===== src/hw/rtl/fsc_pkg.sv =====
// ----------------------------------------------------------------------------
// fsc_pkg: shared constants for the file signature classifier
// Signature table, result codes and small table lookup helpers.
// ----------------------------------------------------------------------------
package fsc_pkg;

	localparam int HEADER_BYTES = 128;
	localparam int POS_W        = $clog2(HEADER_BYTES + 1);
	localparam int NUM_SIGS     = 38;
	localparam int PAT_BYTES    = 20;
	localparam int PAT_W        = 8 * PAT_BYTES;
	localparam int KIND_W       = 6;
	localparam int MIME_W       = 7;

	localparam int SIG_PNG = 3;

	localparam logic [KIND_W-1:0] KIND_APNG       = 6'd37;
	localparam logic [KIND_W-1:0] KIND_NONE       = 6'd38;
	localparam logic [KIND_W-1:0] KIND_LAST_ENTRY = 6'd39;
	localparam logic [MIME_W-1:0] MIME_APNG       = 7'd23;
	localparam logic [MIME_W-1:0] MIME_UNKNOWN    = 7'd101;

	// PNG chunk fields
	localparam int LEN_POS   = 8;   // big-endian IHDR length, bytes 8..11
	localparam int IHDR_POS  = 12;  // IHDR tag, bytes 12..15
	localparam int ACTL_BASE = 24;  // acTL tag at 24 + length
	localparam logic [31:0] TAG_IHDR = "IHDR";
	localparam logic [31:0] TAG_ACTL = "acTL";
	localparam logic [31:0] MAX_CHUNK = 32'(HEADER_BYTES - ACTL_BASE - 4);

	// signature table: offset, length, mime code, pattern left aligned
	localparam logic [7:0] SIG_OFF [NUM_SIGS] = '{
		8'd0, 8'd0, 8'd0, 8'd0, 8'd8, 8'd0, 8'd0, 8'd0, 8'd0, 8'd0,
		8'd0, 8'd0, 8'd0, 8'd0, 8'd0, 8'd0, 8'd0, 8'd0, 8'd0, 8'd0,
		8'd0, 8'd0, 8'd0, 8'd0, 8'd0, 8'd4, 8'd4, 8'd4, 8'd4, 8'd4,
		8'd4, 8'd4, 8'd4, 8'd0, 8'd0, 8'd8, 8'd8, 8'd0
	};

	localparam logic [4:0] SIG_LEN [NUM_SIGS] = '{
		5'd2, 5'd7, 5'd6, 5'd4, 5'd4, 5'd4, 5'd4, 5'd2, 5'd4, 5'd4,
		5'd3, 5'd3, 5'd3, 5'd3, 5'd4, 5'd6, 5'd6, 5'd8, 5'd4, 5'd4,
		5'd4, 5'd6, 5'd7, 5'd8, 5'd20, 5'd7, 5'd8, 5'd7, 5'd8, 5'd8,
		5'd8, 5'd8, 5'd6, 5'd4, 5'd4, 5'd4, 5'd3, 5'd16
	};

	localparam logic [MIME_W-1:0] SIG_MIME [NUM_SIGS] = '{
		7'd1, 7'd3, 7'd3, 7'd2, 7'd33, 7'd34, 7'd34, 7'd4, 7'd7, 7'd7,
		7'd5, 7'd5, 7'd5, 7'd9, 7'd10, 7'd10, 7'd10, 7'd45, 7'd11, 7'd11,
		7'd11, 7'd32, 7'd31, 7'd31, 7'd12, 7'd14, 7'd14, 7'd14, 7'd14, 7'd14,
		7'd14, 7'd14, 7'd26, 7'd16, 7'd46, 7'd46, 7'd27, 7'd19
	};

	localparam logic [PAT_W-1:0] SIG_PAT [NUM_SIGS] = '{
		{8'hFF, 8'hD8, 144'h0},
		{"GIF87a", 8'h00, 104'h0},
		{"GIF89a", 112'h0},
		{8'h89, "PNG", 128'h0},
		{"WEBP", 128'h0},
		{"II*", 8'h00, 128'h0},
		{"MM", 8'h00, "*", 128'h0},
		{"BM", 144'h0},
		{32'h00000100, 128'h0},
		{32'h00000200, 128'h0},
		{"CWS", 136'h0},
		{"FWS", 136'h0},
		{"ZWS", 136'h0},
		{"FLV", 136'h0},
		{"%PDF", 128'h0},
		{"8BPS", 16'h0001, 112'h0},
		{"8BPS", 16'h0002, 112'h0},
		{"CSFCHUNK", 96'h0},
		{"PK", 16'h0304, 128'h0},
		{"PK", 16'h0506, 128'h0},
		{"PK", 16'h0708, 128'h0},
		{"7z", 32'hBCAF271C, 112'h0},
		{56'h526172211A0700, 104'h0},
		{64'h526172211A070100, 96'h0},
		{64'h6879647275732065, 64'h6E63727970746564, 32'h207A6970},
		{"ftypmp4", 104'h0},
		{"ftypisom", 96'h0},
		{"ftypM4V", 104'h0},
		{"ftypMSNV", 96'h0},
		{"ftypavc1", 96'h0},
		{"ftypFACE", 96'h0},
		{"ftypdash", 96'h0},
		{"ftypqt", 112'h0},
		{"fLaC", 128'h0},
		{"RIFF", 128'h0},
		{"WAVE", 128'h0},
		{"AVI", 136'h0},
		{64'h3026B2758E66CF11, 64'hA6D900AA0062CE6C, 32'h0}
	};

	// final flags handed from the tracker to the result stage
	typedef struct packed {
		logic [NUM_SIGS-1:0] alive;
		logic                apng_ok;
	} fsc_final_t;

	// byte k of signature i
	function automatic logic [7:0] sig_byte(input int i, input logic [4:0] k);
		logic [PAT_W-1:0] sh;
		sh = SIG_PAT[i] << {k, 3'b000};
		return sh[PAT_W-1 -: 8];
	endfunction

	// byte j of a four-byte tag
	function automatic logic [7:0] tag_byte(input logic [31:0] tag, input logic [1:0] j);
		logic [31:0] sh;
		sh = tag << {j, 3'b000};
		return sh[31:24];
	endfunction

	// zero padding from position q onward clears signature i
	function automatic logic pad_kills(input int i, input logic [POS_W-1:0] q);
		logic hit;
		hit = 1'b0;
		for (int k = 0; k < PAT_BYTES; k++) begin
			if (k < int'(SIG_LEN[i]) && sig_byte(i, 5'(k)) != 8'h00 &&
					(int'(SIG_OFF[i]) + k) >= int'(q))
				hit = 1'b1;
		end
		return hit;
	endfunction

endpackage


===== src/hw/rtl/file_signature_classifier.sv =====
// ----------------------------------------------------------------------------
// file_signature_classifier: file type detection from header bytes
// Streams a file header one byte per item and reports the file type.
// ----------------------------------------------------------------------------
// Usage:
//  - Input channel (in_valid/in_ready): one header byte per item in
//    data_byte, position counted from zero; last marks the final byte.
//    Up to 128 bytes are examined; later bytes are taken and ignored, and a
//    short header is judged as if padded with zero bytes.
//  - Output channel (out_valid/out_ready): one result item per header,
//    kind (table entry, animated PNG or no match) and mime_code.
//  - Throughput: one byte per cycle, sustained while no last byte waits
//    for the result slot, set by the single input register feeding all
//    signature compares in parallel.
//  - Result path: the last byte passes the input register, then the result
//    register, before its result is offered on out_valid.
//  - Stall: while a result waits, bytes without last keep flowing; a last
//    byte waits in the input register until the result slot frees, and
//    in_ready stays low meanwhile.
//  - Reset: arst_n clears all tracking state; the first byte after reset
//    is position zero of a new header.
// ----------------------------------------------------------------------------
module file_signature_classifier (
	input  logic                        clk,
	input  logic                        arst_n,
	input  logic                        in_valid,
	output logic                        in_ready,
	input  logic [7:0]                  data_byte,
	input  logic                        last,
	output logic                        out_valid,
	input  logic                        out_ready,
	output logic [fsc_pkg::KIND_W-1:0]  kind,
	output logic [fsc_pkg::MIME_W-1:0]  mime_code
);

	// input register
	logic       valid_s1;
	logic [7:0] byte_s1;
	logic       last_s1;

	logic                 res_free;  // result slot can take a new result
	logic                 advance;   // stage 1 item moves on this cycle
	fsc_pkg::fsc_final_t  fin;

	// a byte without last never needs the result slot
	assign advance  = valid_s1 && (!last_s1 || res_free);
	assign in_ready = !valid_s1 || advance;

	always_ff @(posedge clk or negedge arst_n) begin
		if (!arst_n) begin
			valid_s1 <= 1'b0;
		end else if (in_ready) begin
			valid_s1 <= in_valid;
		end
	end

	always_ff @(posedge clk) begin
		if (in_ready && in_valid) begin
			byte_s1 <= data_byte;
			last_s1 <= last;
		end
	end

	fsc_track u_track (
		.clk       (clk),
		.arst_n    (arst_n),
		.fire      (advance),
		.data_byte (byte_s1),
		.last      (last_s1),
		.fin       (fin)
	);

	fsc_result u_result (
		.clk       (clk),
		.arst_n    (arst_n),
		.load      (advance && last_s1),
		.fin       (fin),
		.out_ready (out_ready),
		.out_valid (out_valid),
		.free      (res_free),
		.kind      (kind),
		.mime_code (mime_code)
	);

	// a last byte must hold while the result slot is blocked
	a_last_holds: assert property (@(posedge clk) disable iff (!arst_n)
		valid_s1 && last_s1 && out_valid && !out_ready |-> !in_ready)
		else $error("last byte left stage 1 while result was blocked");

	// a new result only follows a last byte
	a_result_src: assert property (@(posedge clk) disable iff (!arst_n)
		$rose(out_valid) |-> $past(valid_s1 && last_s1))
		else $error("result appeared without a last byte");

	// special kinds carry their fixed mime codes
	a_code_pair: assert property (@(posedge clk) disable iff (!arst_n)
		out_valid && (kind == fsc_pkg::KIND_APNG || kind == fsc_pkg::KIND_NONE) |->
			(kind == fsc_pkg::KIND_APNG && mime_code == fsc_pkg::MIME_APNG) ||
			(kind == fsc_pkg::KIND_NONE && mime_code == fsc_pkg::MIME_UNKNOWN))
		else $error("kind and mime code disagree");

endmodule


===== src/hw/rtl/fsc_track.sv =====
// ----------------------------------------------------------------------------
// fsc_track: per-header match tracking
// Running match flags, PNG chunk length and tag checks, plus the
// zero-padding closeout for the final byte.
// ----------------------------------------------------------------------------
module fsc_track (
	input  logic                   clk,
	input  logic                   arst_n,
	input  logic                   fire,      // byte in stage 1 moves on
	input  logic [7:0]             data_byte,
	input  logic                   last,
	output fsc_pkg::fsc_final_t    fin
);

	logic [fsc_pkg::POS_W-1:0]    pos_q, pos_nx;
	logic [fsc_pkg::NUM_SIGS-1:0] alive_q, alive_nx, pad;
	logic [31:0]                  chunk_q, chunk_nx;
	logic                         ihdr_q, ihdr_nx;
	logic                         actl_q, actl_nx;
	logic                         take;
	logic [fsc_pkg::POS_W:0]      t_live, t_fin;
	logic                         win_live, win_fin;

	always_comb begin
		take     = pos_q < fsc_pkg::POS_W'(fsc_pkg::HEADER_BYTES);
		alive_nx = alive_q;
		chunk_nx = chunk_q;
		ihdr_nx  = ihdr_q;
		actl_nx  = actl_q;
		pos_nx   = pos_q;

		win_live = chunk_q <= fsc_pkg::MAX_CHUNK;
		t_live   = {1'b0, chunk_q[fsc_pkg::POS_W-1:0]} +
			(fsc_pkg::POS_W+1)'(fsc_pkg::ACTL_BASE);

		if (take) begin
			for (int i = 0; i < fsc_pkg::NUM_SIGS; i++) begin
				if (pos_q >= fsc_pkg::SIG_OFF[i] &&
						{1'b0, pos_q} < ({1'b0, fsc_pkg::SIG_OFF[i]} +
							9'(fsc_pkg::SIG_LEN[i])) &&
						data_byte != fsc_pkg::sig_byte(i, 5'(pos_q - fsc_pkg::SIG_OFF[i])))
					alive_nx[i] = 1'b0;
			end
			// length bytes go straight into their big-endian slot
			if (pos_q >= fsc_pkg::POS_W'(fsc_pkg::LEN_POS) &&
					pos_q < fsc_pkg::POS_W'(fsc_pkg::LEN_POS + 4)) begin
				case (2'(pos_q - fsc_pkg::POS_W'(fsc_pkg::LEN_POS)))
					2'd0:    chunk_nx[31:24] = data_byte;
					2'd1:    chunk_nx[23:16] = data_byte;
					2'd2:    chunk_nx[15:8]  = data_byte;
					default: chunk_nx[7:0]   = data_byte;
				endcase
			end
			if (pos_q >= fsc_pkg::POS_W'(fsc_pkg::IHDR_POS) &&
					pos_q < fsc_pkg::POS_W'(fsc_pkg::IHDR_POS + 4) &&
					data_byte != fsc_pkg::tag_byte(fsc_pkg::TAG_IHDR,
						2'(pos_q - fsc_pkg::POS_W'(fsc_pkg::IHDR_POS))))
				ihdr_nx = 1'b0;
			if (pos_q >= fsc_pkg::POS_W'(fsc_pkg::IHDR_POS) && win_live &&
					{1'b0, pos_q} >= t_live &&
					{1'b0, pos_q} < t_live + (fsc_pkg::POS_W+1)'(4) &&
					data_byte != fsc_pkg::tag_byte(fsc_pkg::TAG_ACTL,
						2'({1'b0, pos_q} - t_live)))
				actl_nx = 1'b0;
			pos_nx = pos_q + 1'b1;
		end

		// closeout: untaken positions read as zero
		for (int i = 0; i < fsc_pkg::NUM_SIGS; i++)
			pad[i] = fsc_pkg::pad_kills(i, pos_nx);
		win_fin = chunk_nx <= fsc_pkg::MAX_CHUNK;
		t_fin   = {1'b0, chunk_nx[fsc_pkg::POS_W-1:0]} +
			(fsc_pkg::POS_W+1)'(fsc_pkg::ACTL_BASE);

		fin.alive   = alive_nx & ~pad;
		fin.apng_ok = ihdr_nx && pos_nx >= fsc_pkg::POS_W'(fsc_pkg::IHDR_POS + 4) &&
			win_fin && actl_nx && {1'b0, pos_nx} >= t_fin + (fsc_pkg::POS_W+1)'(4);
	end

	always_ff @(posedge clk or negedge arst_n) begin
		if (!arst_n) begin
			pos_q   <= '0;
			alive_q <= '1;
			chunk_q <= '0;
			ihdr_q  <= 1'b1;
			actl_q  <= 1'b1;
		end else if (fire) begin
			if (last) begin
				pos_q   <= '0;
				alive_q <= '1;
				chunk_q <= '0;
				ihdr_q  <= 1'b1;
				actl_q  <= 1'b1;
			end else begin
				pos_q   <= pos_nx;
				alive_q <= alive_nx;
				chunk_q <= chunk_nx;
				ihdr_q  <= ihdr_nx;
				actl_q  <= actl_nx;
			end
		end
	end

endmodule


===== src/hw/rtl/fsc_result.sv =====
// ----------------------------------------------------------------------------
// fsc_result: result encoding and output register
// Picks the first live table entry, maps it to kind and mime code and
// holds the result until the receiver takes it.
// ----------------------------------------------------------------------------
module fsc_result (
	input  logic                        clk,
	input  logic                        arst_n,
	input  logic                        load,
	input  fsc_pkg::fsc_final_t         fin,
	input  logic                        out_ready,
	output logic                        out_valid,
	output logic                        free,
	output logic [fsc_pkg::KIND_W-1:0]  kind,
	output logic [fsc_pkg::MIME_W-1:0]  mime_code
);

	logic [fsc_pkg::KIND_W-1:0] kind_nx, kind_q;
	logic [fsc_pkg::MIME_W-1:0] mime_nx, mime_q;
	logic                       valid_q;
	logic                       found;
	logic [fsc_pkg::KIND_W-1:0] first;

	always_comb begin
		found = 1'b0;
		first = '0;
		for (int i = fsc_pkg::NUM_SIGS - 1; i >= 0; i--) begin
			if (fin.alive[i]) begin
				found = 1'b1;
				first = fsc_pkg::KIND_W'(i);
			end
		end

		if (!found) begin
			kind_nx = fsc_pkg::KIND_NONE;
			mime_nx = fsc_pkg::MIME_UNKNOWN;
		end else if (first == fsc_pkg::KIND_W'(fsc_pkg::SIG_PNG) && fin.apng_ok) begin
			kind_nx = fsc_pkg::KIND_APNG;
			mime_nx = fsc_pkg::MIME_APNG;
		end else begin
			// the final entry's own index collides with the APNG code
			kind_nx = (first == fsc_pkg::KIND_W'(fsc_pkg::NUM_SIGS - 1)) ?
				fsc_pkg::KIND_LAST_ENTRY : first;
			mime_nx = fsc_pkg::SIG_MIME[first];
		end
	end

	assign free = !valid_q || out_ready;

	always_ff @(posedge clk or negedge arst_n) begin
		if (!arst_n) begin
			valid_q <= 1'b0;
		end else if (free) begin
			valid_q <= load;
		end
	end

	always_ff @(posedge clk) begin
		if (free && load) begin
			kind_q <= kind_nx;
			mime_q <= mime_nx;
		end
	end

	assign out_valid = valid_q;
	assign kind      = kind_q;
	assign mime_code = mime_q;

endmodule


===== config.mk =====
export PLATFORM = sky130hd
export DESIGN_NAME = file_signature_classifier
export DESIGN_NICKNAME = d
export VERILOG_FILES = /design/src/hw/rtl/fsc_pkg.sv /design/src/hw/rtl/file_signature_classifier.sv /design/src/hw/rtl/fsc_track.sv /design/src/hw/rtl/fsc_result.sv
export SDC_FILE = /design/constraint.sdc
export NUM_CORES = 1
export LEC_CHECK = 0
export BUFFER_PORTS_ARGS = -buffer_cell sky130_fd_sc_hd__buf_2
export CAP_MARGIN = 20
export CORE_MARGIN = 2
export CORE_UTILIZATION = 30
export CTS_CLUSTER_SIZE = 8
export DETAILED_ROUTE_END_ITERATION = 7
export GPL_TIMING_DRIVEN = 0
export MAX_ROUTING_LAYER = met4
export PLACE_DENSITY = 0.54
export SYNTH_ARGS = -nofsm -noshare
export SYNTH_HDL_FRONTEND = slang
export SYNTH_SLANG_ARGS = --single-unit
export TNS_END_PERCENT = 5

===== constraint.sdc =====
create_clock -name clk -period 7 [get_ports clk]
set_clock_uncertainty 0.15 [all_clocks]
set_input_delay 0.35 -clock clk [delete_from_list [all_inputs] [get_ports clk]]
set_output_delay 0.35 -clock clk [all_outputs]
set_load 0.01 [all_outputs]

==> results.py <==
metrics = {
    "outcome": {
        "status": "finished clean",
    },
    "detailed_routing": {
        "wire_per_inst_um": 28.8,
        "vias": 12300,
        "ant_nets": 0,
        "drt_iter0_drc": 1364,
        "met3RoutedLength_mm": 4.60,
        "m1WireLength_mm": 25.0,
        "first_pass_iters": 5,
        "drc": 0,
        "wl_met2_mm": 25.7,
        "wl_mm": 58.3,
        "top_layer_used": "met4",
        "via_per_inst": 6.07,
    },
    "setup_path": {
        "critical_path_peak_fanout": 10,
        "r2r_start": "u_track.pos_q[0]$_DFFE_PN0P_",
        "r2r_end": "u_result.mime_code[5]$_SDFFCE_PP1P_",
        "worst_setup_path_start_kind": "flop",
        "reg2reg_depth": 27,
        "crit_arrival_ps": 6800,
        "required_ps": 7000,
        "crit_slowest_cell": "or4b_2",
        "cpMostUsedCell": "clkbuf_4",
        "crit_type": "flop to flop",
        "end_kind": "flop",
        "r2r_setup_slack_ps": 200,
        "slowest_delay_ps": 610,
    },
    "run": {
        "max_cap_violations": 0,
    },
    "power_and_ir_drop": {
        "p_leak_uw": 0.00524,
        "peakVddDrop_mv": 0.137,
        "p_per_area_nw_per_um2": 254,
    },
    "placement": {
        "gp_congestion": 1.00,
        "dp_hpwl_mm": 44.8,
        "port_buffers": 27,
        "dp_slack_ps": -2830,
    },
    "yosys": {
        "synth-adder-area-share_pct": 7.34,
        "synth-edff-count": 22,
        "yosys.area_share.simple_pct": 25.2,
        "ys_seq_elements": 104,
        "netlist_area_sq_um": 11400,
        "synth_ff_type": "dfrtp_1",
        "synth_top_family_by_area": "compound AO/OA/AOI/OAI gates",
        "syn-instance-count": 1447,
        "async_flop_share_pct": 78.8,
        "yosysUniqueCellTypes": 98,
        "yosys_warnings": 0,
        "synthesis.nets": 1527,
        "synthMuxAreaShare_pct": 2.63,
        "synth_compound_area_share_pct": 26.6,
        "syn_avg_cell_area_sq_um": 7.90,
        "ys_seq_area_share_pct": 24.2,
        "synthXorXnorAreaFrac_pct": 7.97,
    },
    "timing": {
        "fmax_ghz": 0.147,
        "setup_ws_ps": 196,
        "worst_pin_slew_ps": 1140,
        "period_needed_ps": 6800,
        "rsz0062_at_grt": "no",
        "setup_viol": 0,
        "relSlewSlack_pct": 23.7,
        "final-hold-violation-count": 0,
        "whs_ps": 24.8,
        "fin_crit_sh_pct": 97.2,
        "maxSlewViolCount": 0,
    },
    "worst_hold_path": {
        "min_to": "u_result.out_valid$_DFFE_PN0P_",
        "hold_depth": 2,
        "min-delay-start": "out_ready",
        "hold_class": "input port to flop",
    },
    "clocking": {
        "clockBufferDepth": 2,
        "cts_tree": "done",
        "clk_pin_slew_worst_paths_ps": 80,
        "insertion_delay_ps": 390,
        "tritoncts.num_buffers": 9,
        "cts.htree.levels": 3,
        "root_buffer": "clkbuf_16",
        "clock-sinks": 104,
    },
    "floorplanning": {
        "die_w_um": 199,
        "rows": 71,
        "die_h_um": 199,
        "start_util_pct": 30.4,
        "core_area_sq_um": 37600,
        "die_area_sq_um": 39700,
        "ios": 28,
    },
    "grt": {
        "grt_pass1_wl_mm": 84.3,
        "grt_antenna_before_repair": 0,
        "track_usage_pct": 30.7,
        "overflow": 0,
        "grt_pass1_vias": 11900,
        "grt_max_degree": 53,
    },
    "cells_and_area": {
        "syn_to_final_growth_pct": 14.8,
        "final_cell_mix": "137 x nand2_1, 96 x nor2_1, 94 x o21ai_0, 71 x xnor2_1, 62 x buf_2",
        "fin_nets": 1591,
        "layout-drive-gt1-share_pct": 17.0,
        "mostFrequentLayoutCell": "nand2_1",
    },
}
cell families (layout without fill, tap and decap cells):
| kind of cell | count (synthesis) | in the layout |
|---|---|---|
| adders and majority gates | 67 | 67 |
| muxes | 29 | 29 |
| AOI/OAI and AO/OA | 436 | 436 |
| and+or+nand+nor | 541 | 541 |
| xor gates and xnor gates | 104 | 104 |
| other | 0 | 1 |
| buffers and inverters | 166 | 235 |
| DFF | 104 | 104 |
cell usage after synthesis (all sizes together), types with 25 or more instances:
library cell | number | area share (%)
dfrtp | 42 | 9.2
ha | 67 | 7.3
nand2 | 138 | 4.5
o21ai | 103 | 4.5
xor2 | 33 | 2.5
dfstp | 40 | 9.2
nand3 | 50 | 2.2
nand2b | 25 | 1.4
a21oi | 63 | 2.8
xnor2 | 71 | 5.4
clkbuf | 62 | 2.0
buf | 54 | 2.4
nor2 | 101 | 3.4
inv | 50 | 1.6
a22o | 30 | 2.3
a31oi | 27 | 1.5
nor3 | 54 | 2.6
metal layers:
| layer | vias up | GRT usage [%] |
|---|---|---|
| li1 | 5473 | - |
| met1 | 6082 | 39.8 |
| met2 | 611 | 47.1 |
| met3 | 148 | 4.64 |
| met4 | 0 | 14.2 |
| met5 | - | - |
state kept, by name, summed over array words and instances (netlist names):
signal	cells
u_track.alive_q	38
u_track.chunk_q	32
byte_s1	8
u_track.pos_q	8
u_result.mime_code	7
u_result.kind	6
last_s1	1
u_result.out_valid	1
u_track.actl_q	1
u_track.ihdr_q	1
valid_s1	1
critical path, delay by kind of cell (launching register included):
| family | cells | cell delay [ps] |
|---|---|---|
| AO/OA/AOI/OAI | 11 | 2280 |
| adder cells (fa/ha/maj) | 3 | 790 |
| buffers and inverters | 7 | 1570 |
| flip-flops | 1 | 410 |
| AND/OR/NAND/NOR | 6 | 1330 |
through the flow:
stage	utilization, %	cells	TNS (ps)	total power (uW)	area (sq um)
detailed placement	32.6	1989	-28060	2610	12300
CTS	34.5	2026	0	3240	13000
global route	34.9	2027	0	3500	13100
global placement	32.5	1985	-28540	2610	12200
finish	34.9	2028	0	3330	13100
floorplan	-	1447	0	2000	11400
worst max path at each step:
| stage | to | from | cells after the start |
|---|---|---|---|
| floorplan | u_result.mime_code[5]$_SDFFCE_PP1P_ | u_track.pos_q[2]$_DFFE_PN0P_ | 28 |
| global placement | u_result.mime_code[5]$_SDFFCE_PP1P_ | u_track.pos_q[1]$_DFFE_PN0P_ | 27 |
| detailed placement | u_result.mime_code[5]$_SDFFCE_PP1P_ | u_track.pos_q[1]$_DFFE_PN0P_ | 27 |
| CTS | u_result.mime_code[5]$_SDFFCE_PP1P_ | u_track.pos_q[0]$_DFFE_PN0P_ | 28 |
| global route | u_result.mime_code[5]$_SDFFCE_PP1P_ | u_track.pos_q[1]$_DFFE_PN0P_ | 27 |
| finish | u_result.mime_code[5]$_SDFFCE_PP1P_ | u_track.pos_q[0]$_DFFE_PN0P_ | 27 |
area by class of cell:
class / count / area (sq um)
Timing Repair Buffer: 60 / 433
Clock inverter: 6 / 68.8
Tap cell: 511 / 639
Clock buffer: 10 / 229
Buffer: 109 / 558
Multi-Input combinational cell: 1177 / 8220
Fill cell: 4007 / 24500
Antenna cell: 1 / 2.50
Inverter: 50 / 205
Sequential cell: 104 / 2770
repair_timing:
action,CTS,global route
pin swaps,6,2
resized for setup,62,49
buffers inserted,13,6
endpoints found under the hold margin,37,0
endpoints found under the setup margin,13,9
cloned,0,0
hold buffers,10,0
report_power, final:
group          total (uW)  switching [uW]  internal, uW
sequential            837            67.0           770
clock                 548             268           280
combinational        1950            1270           682
Power figures use the tool's default switching activity.
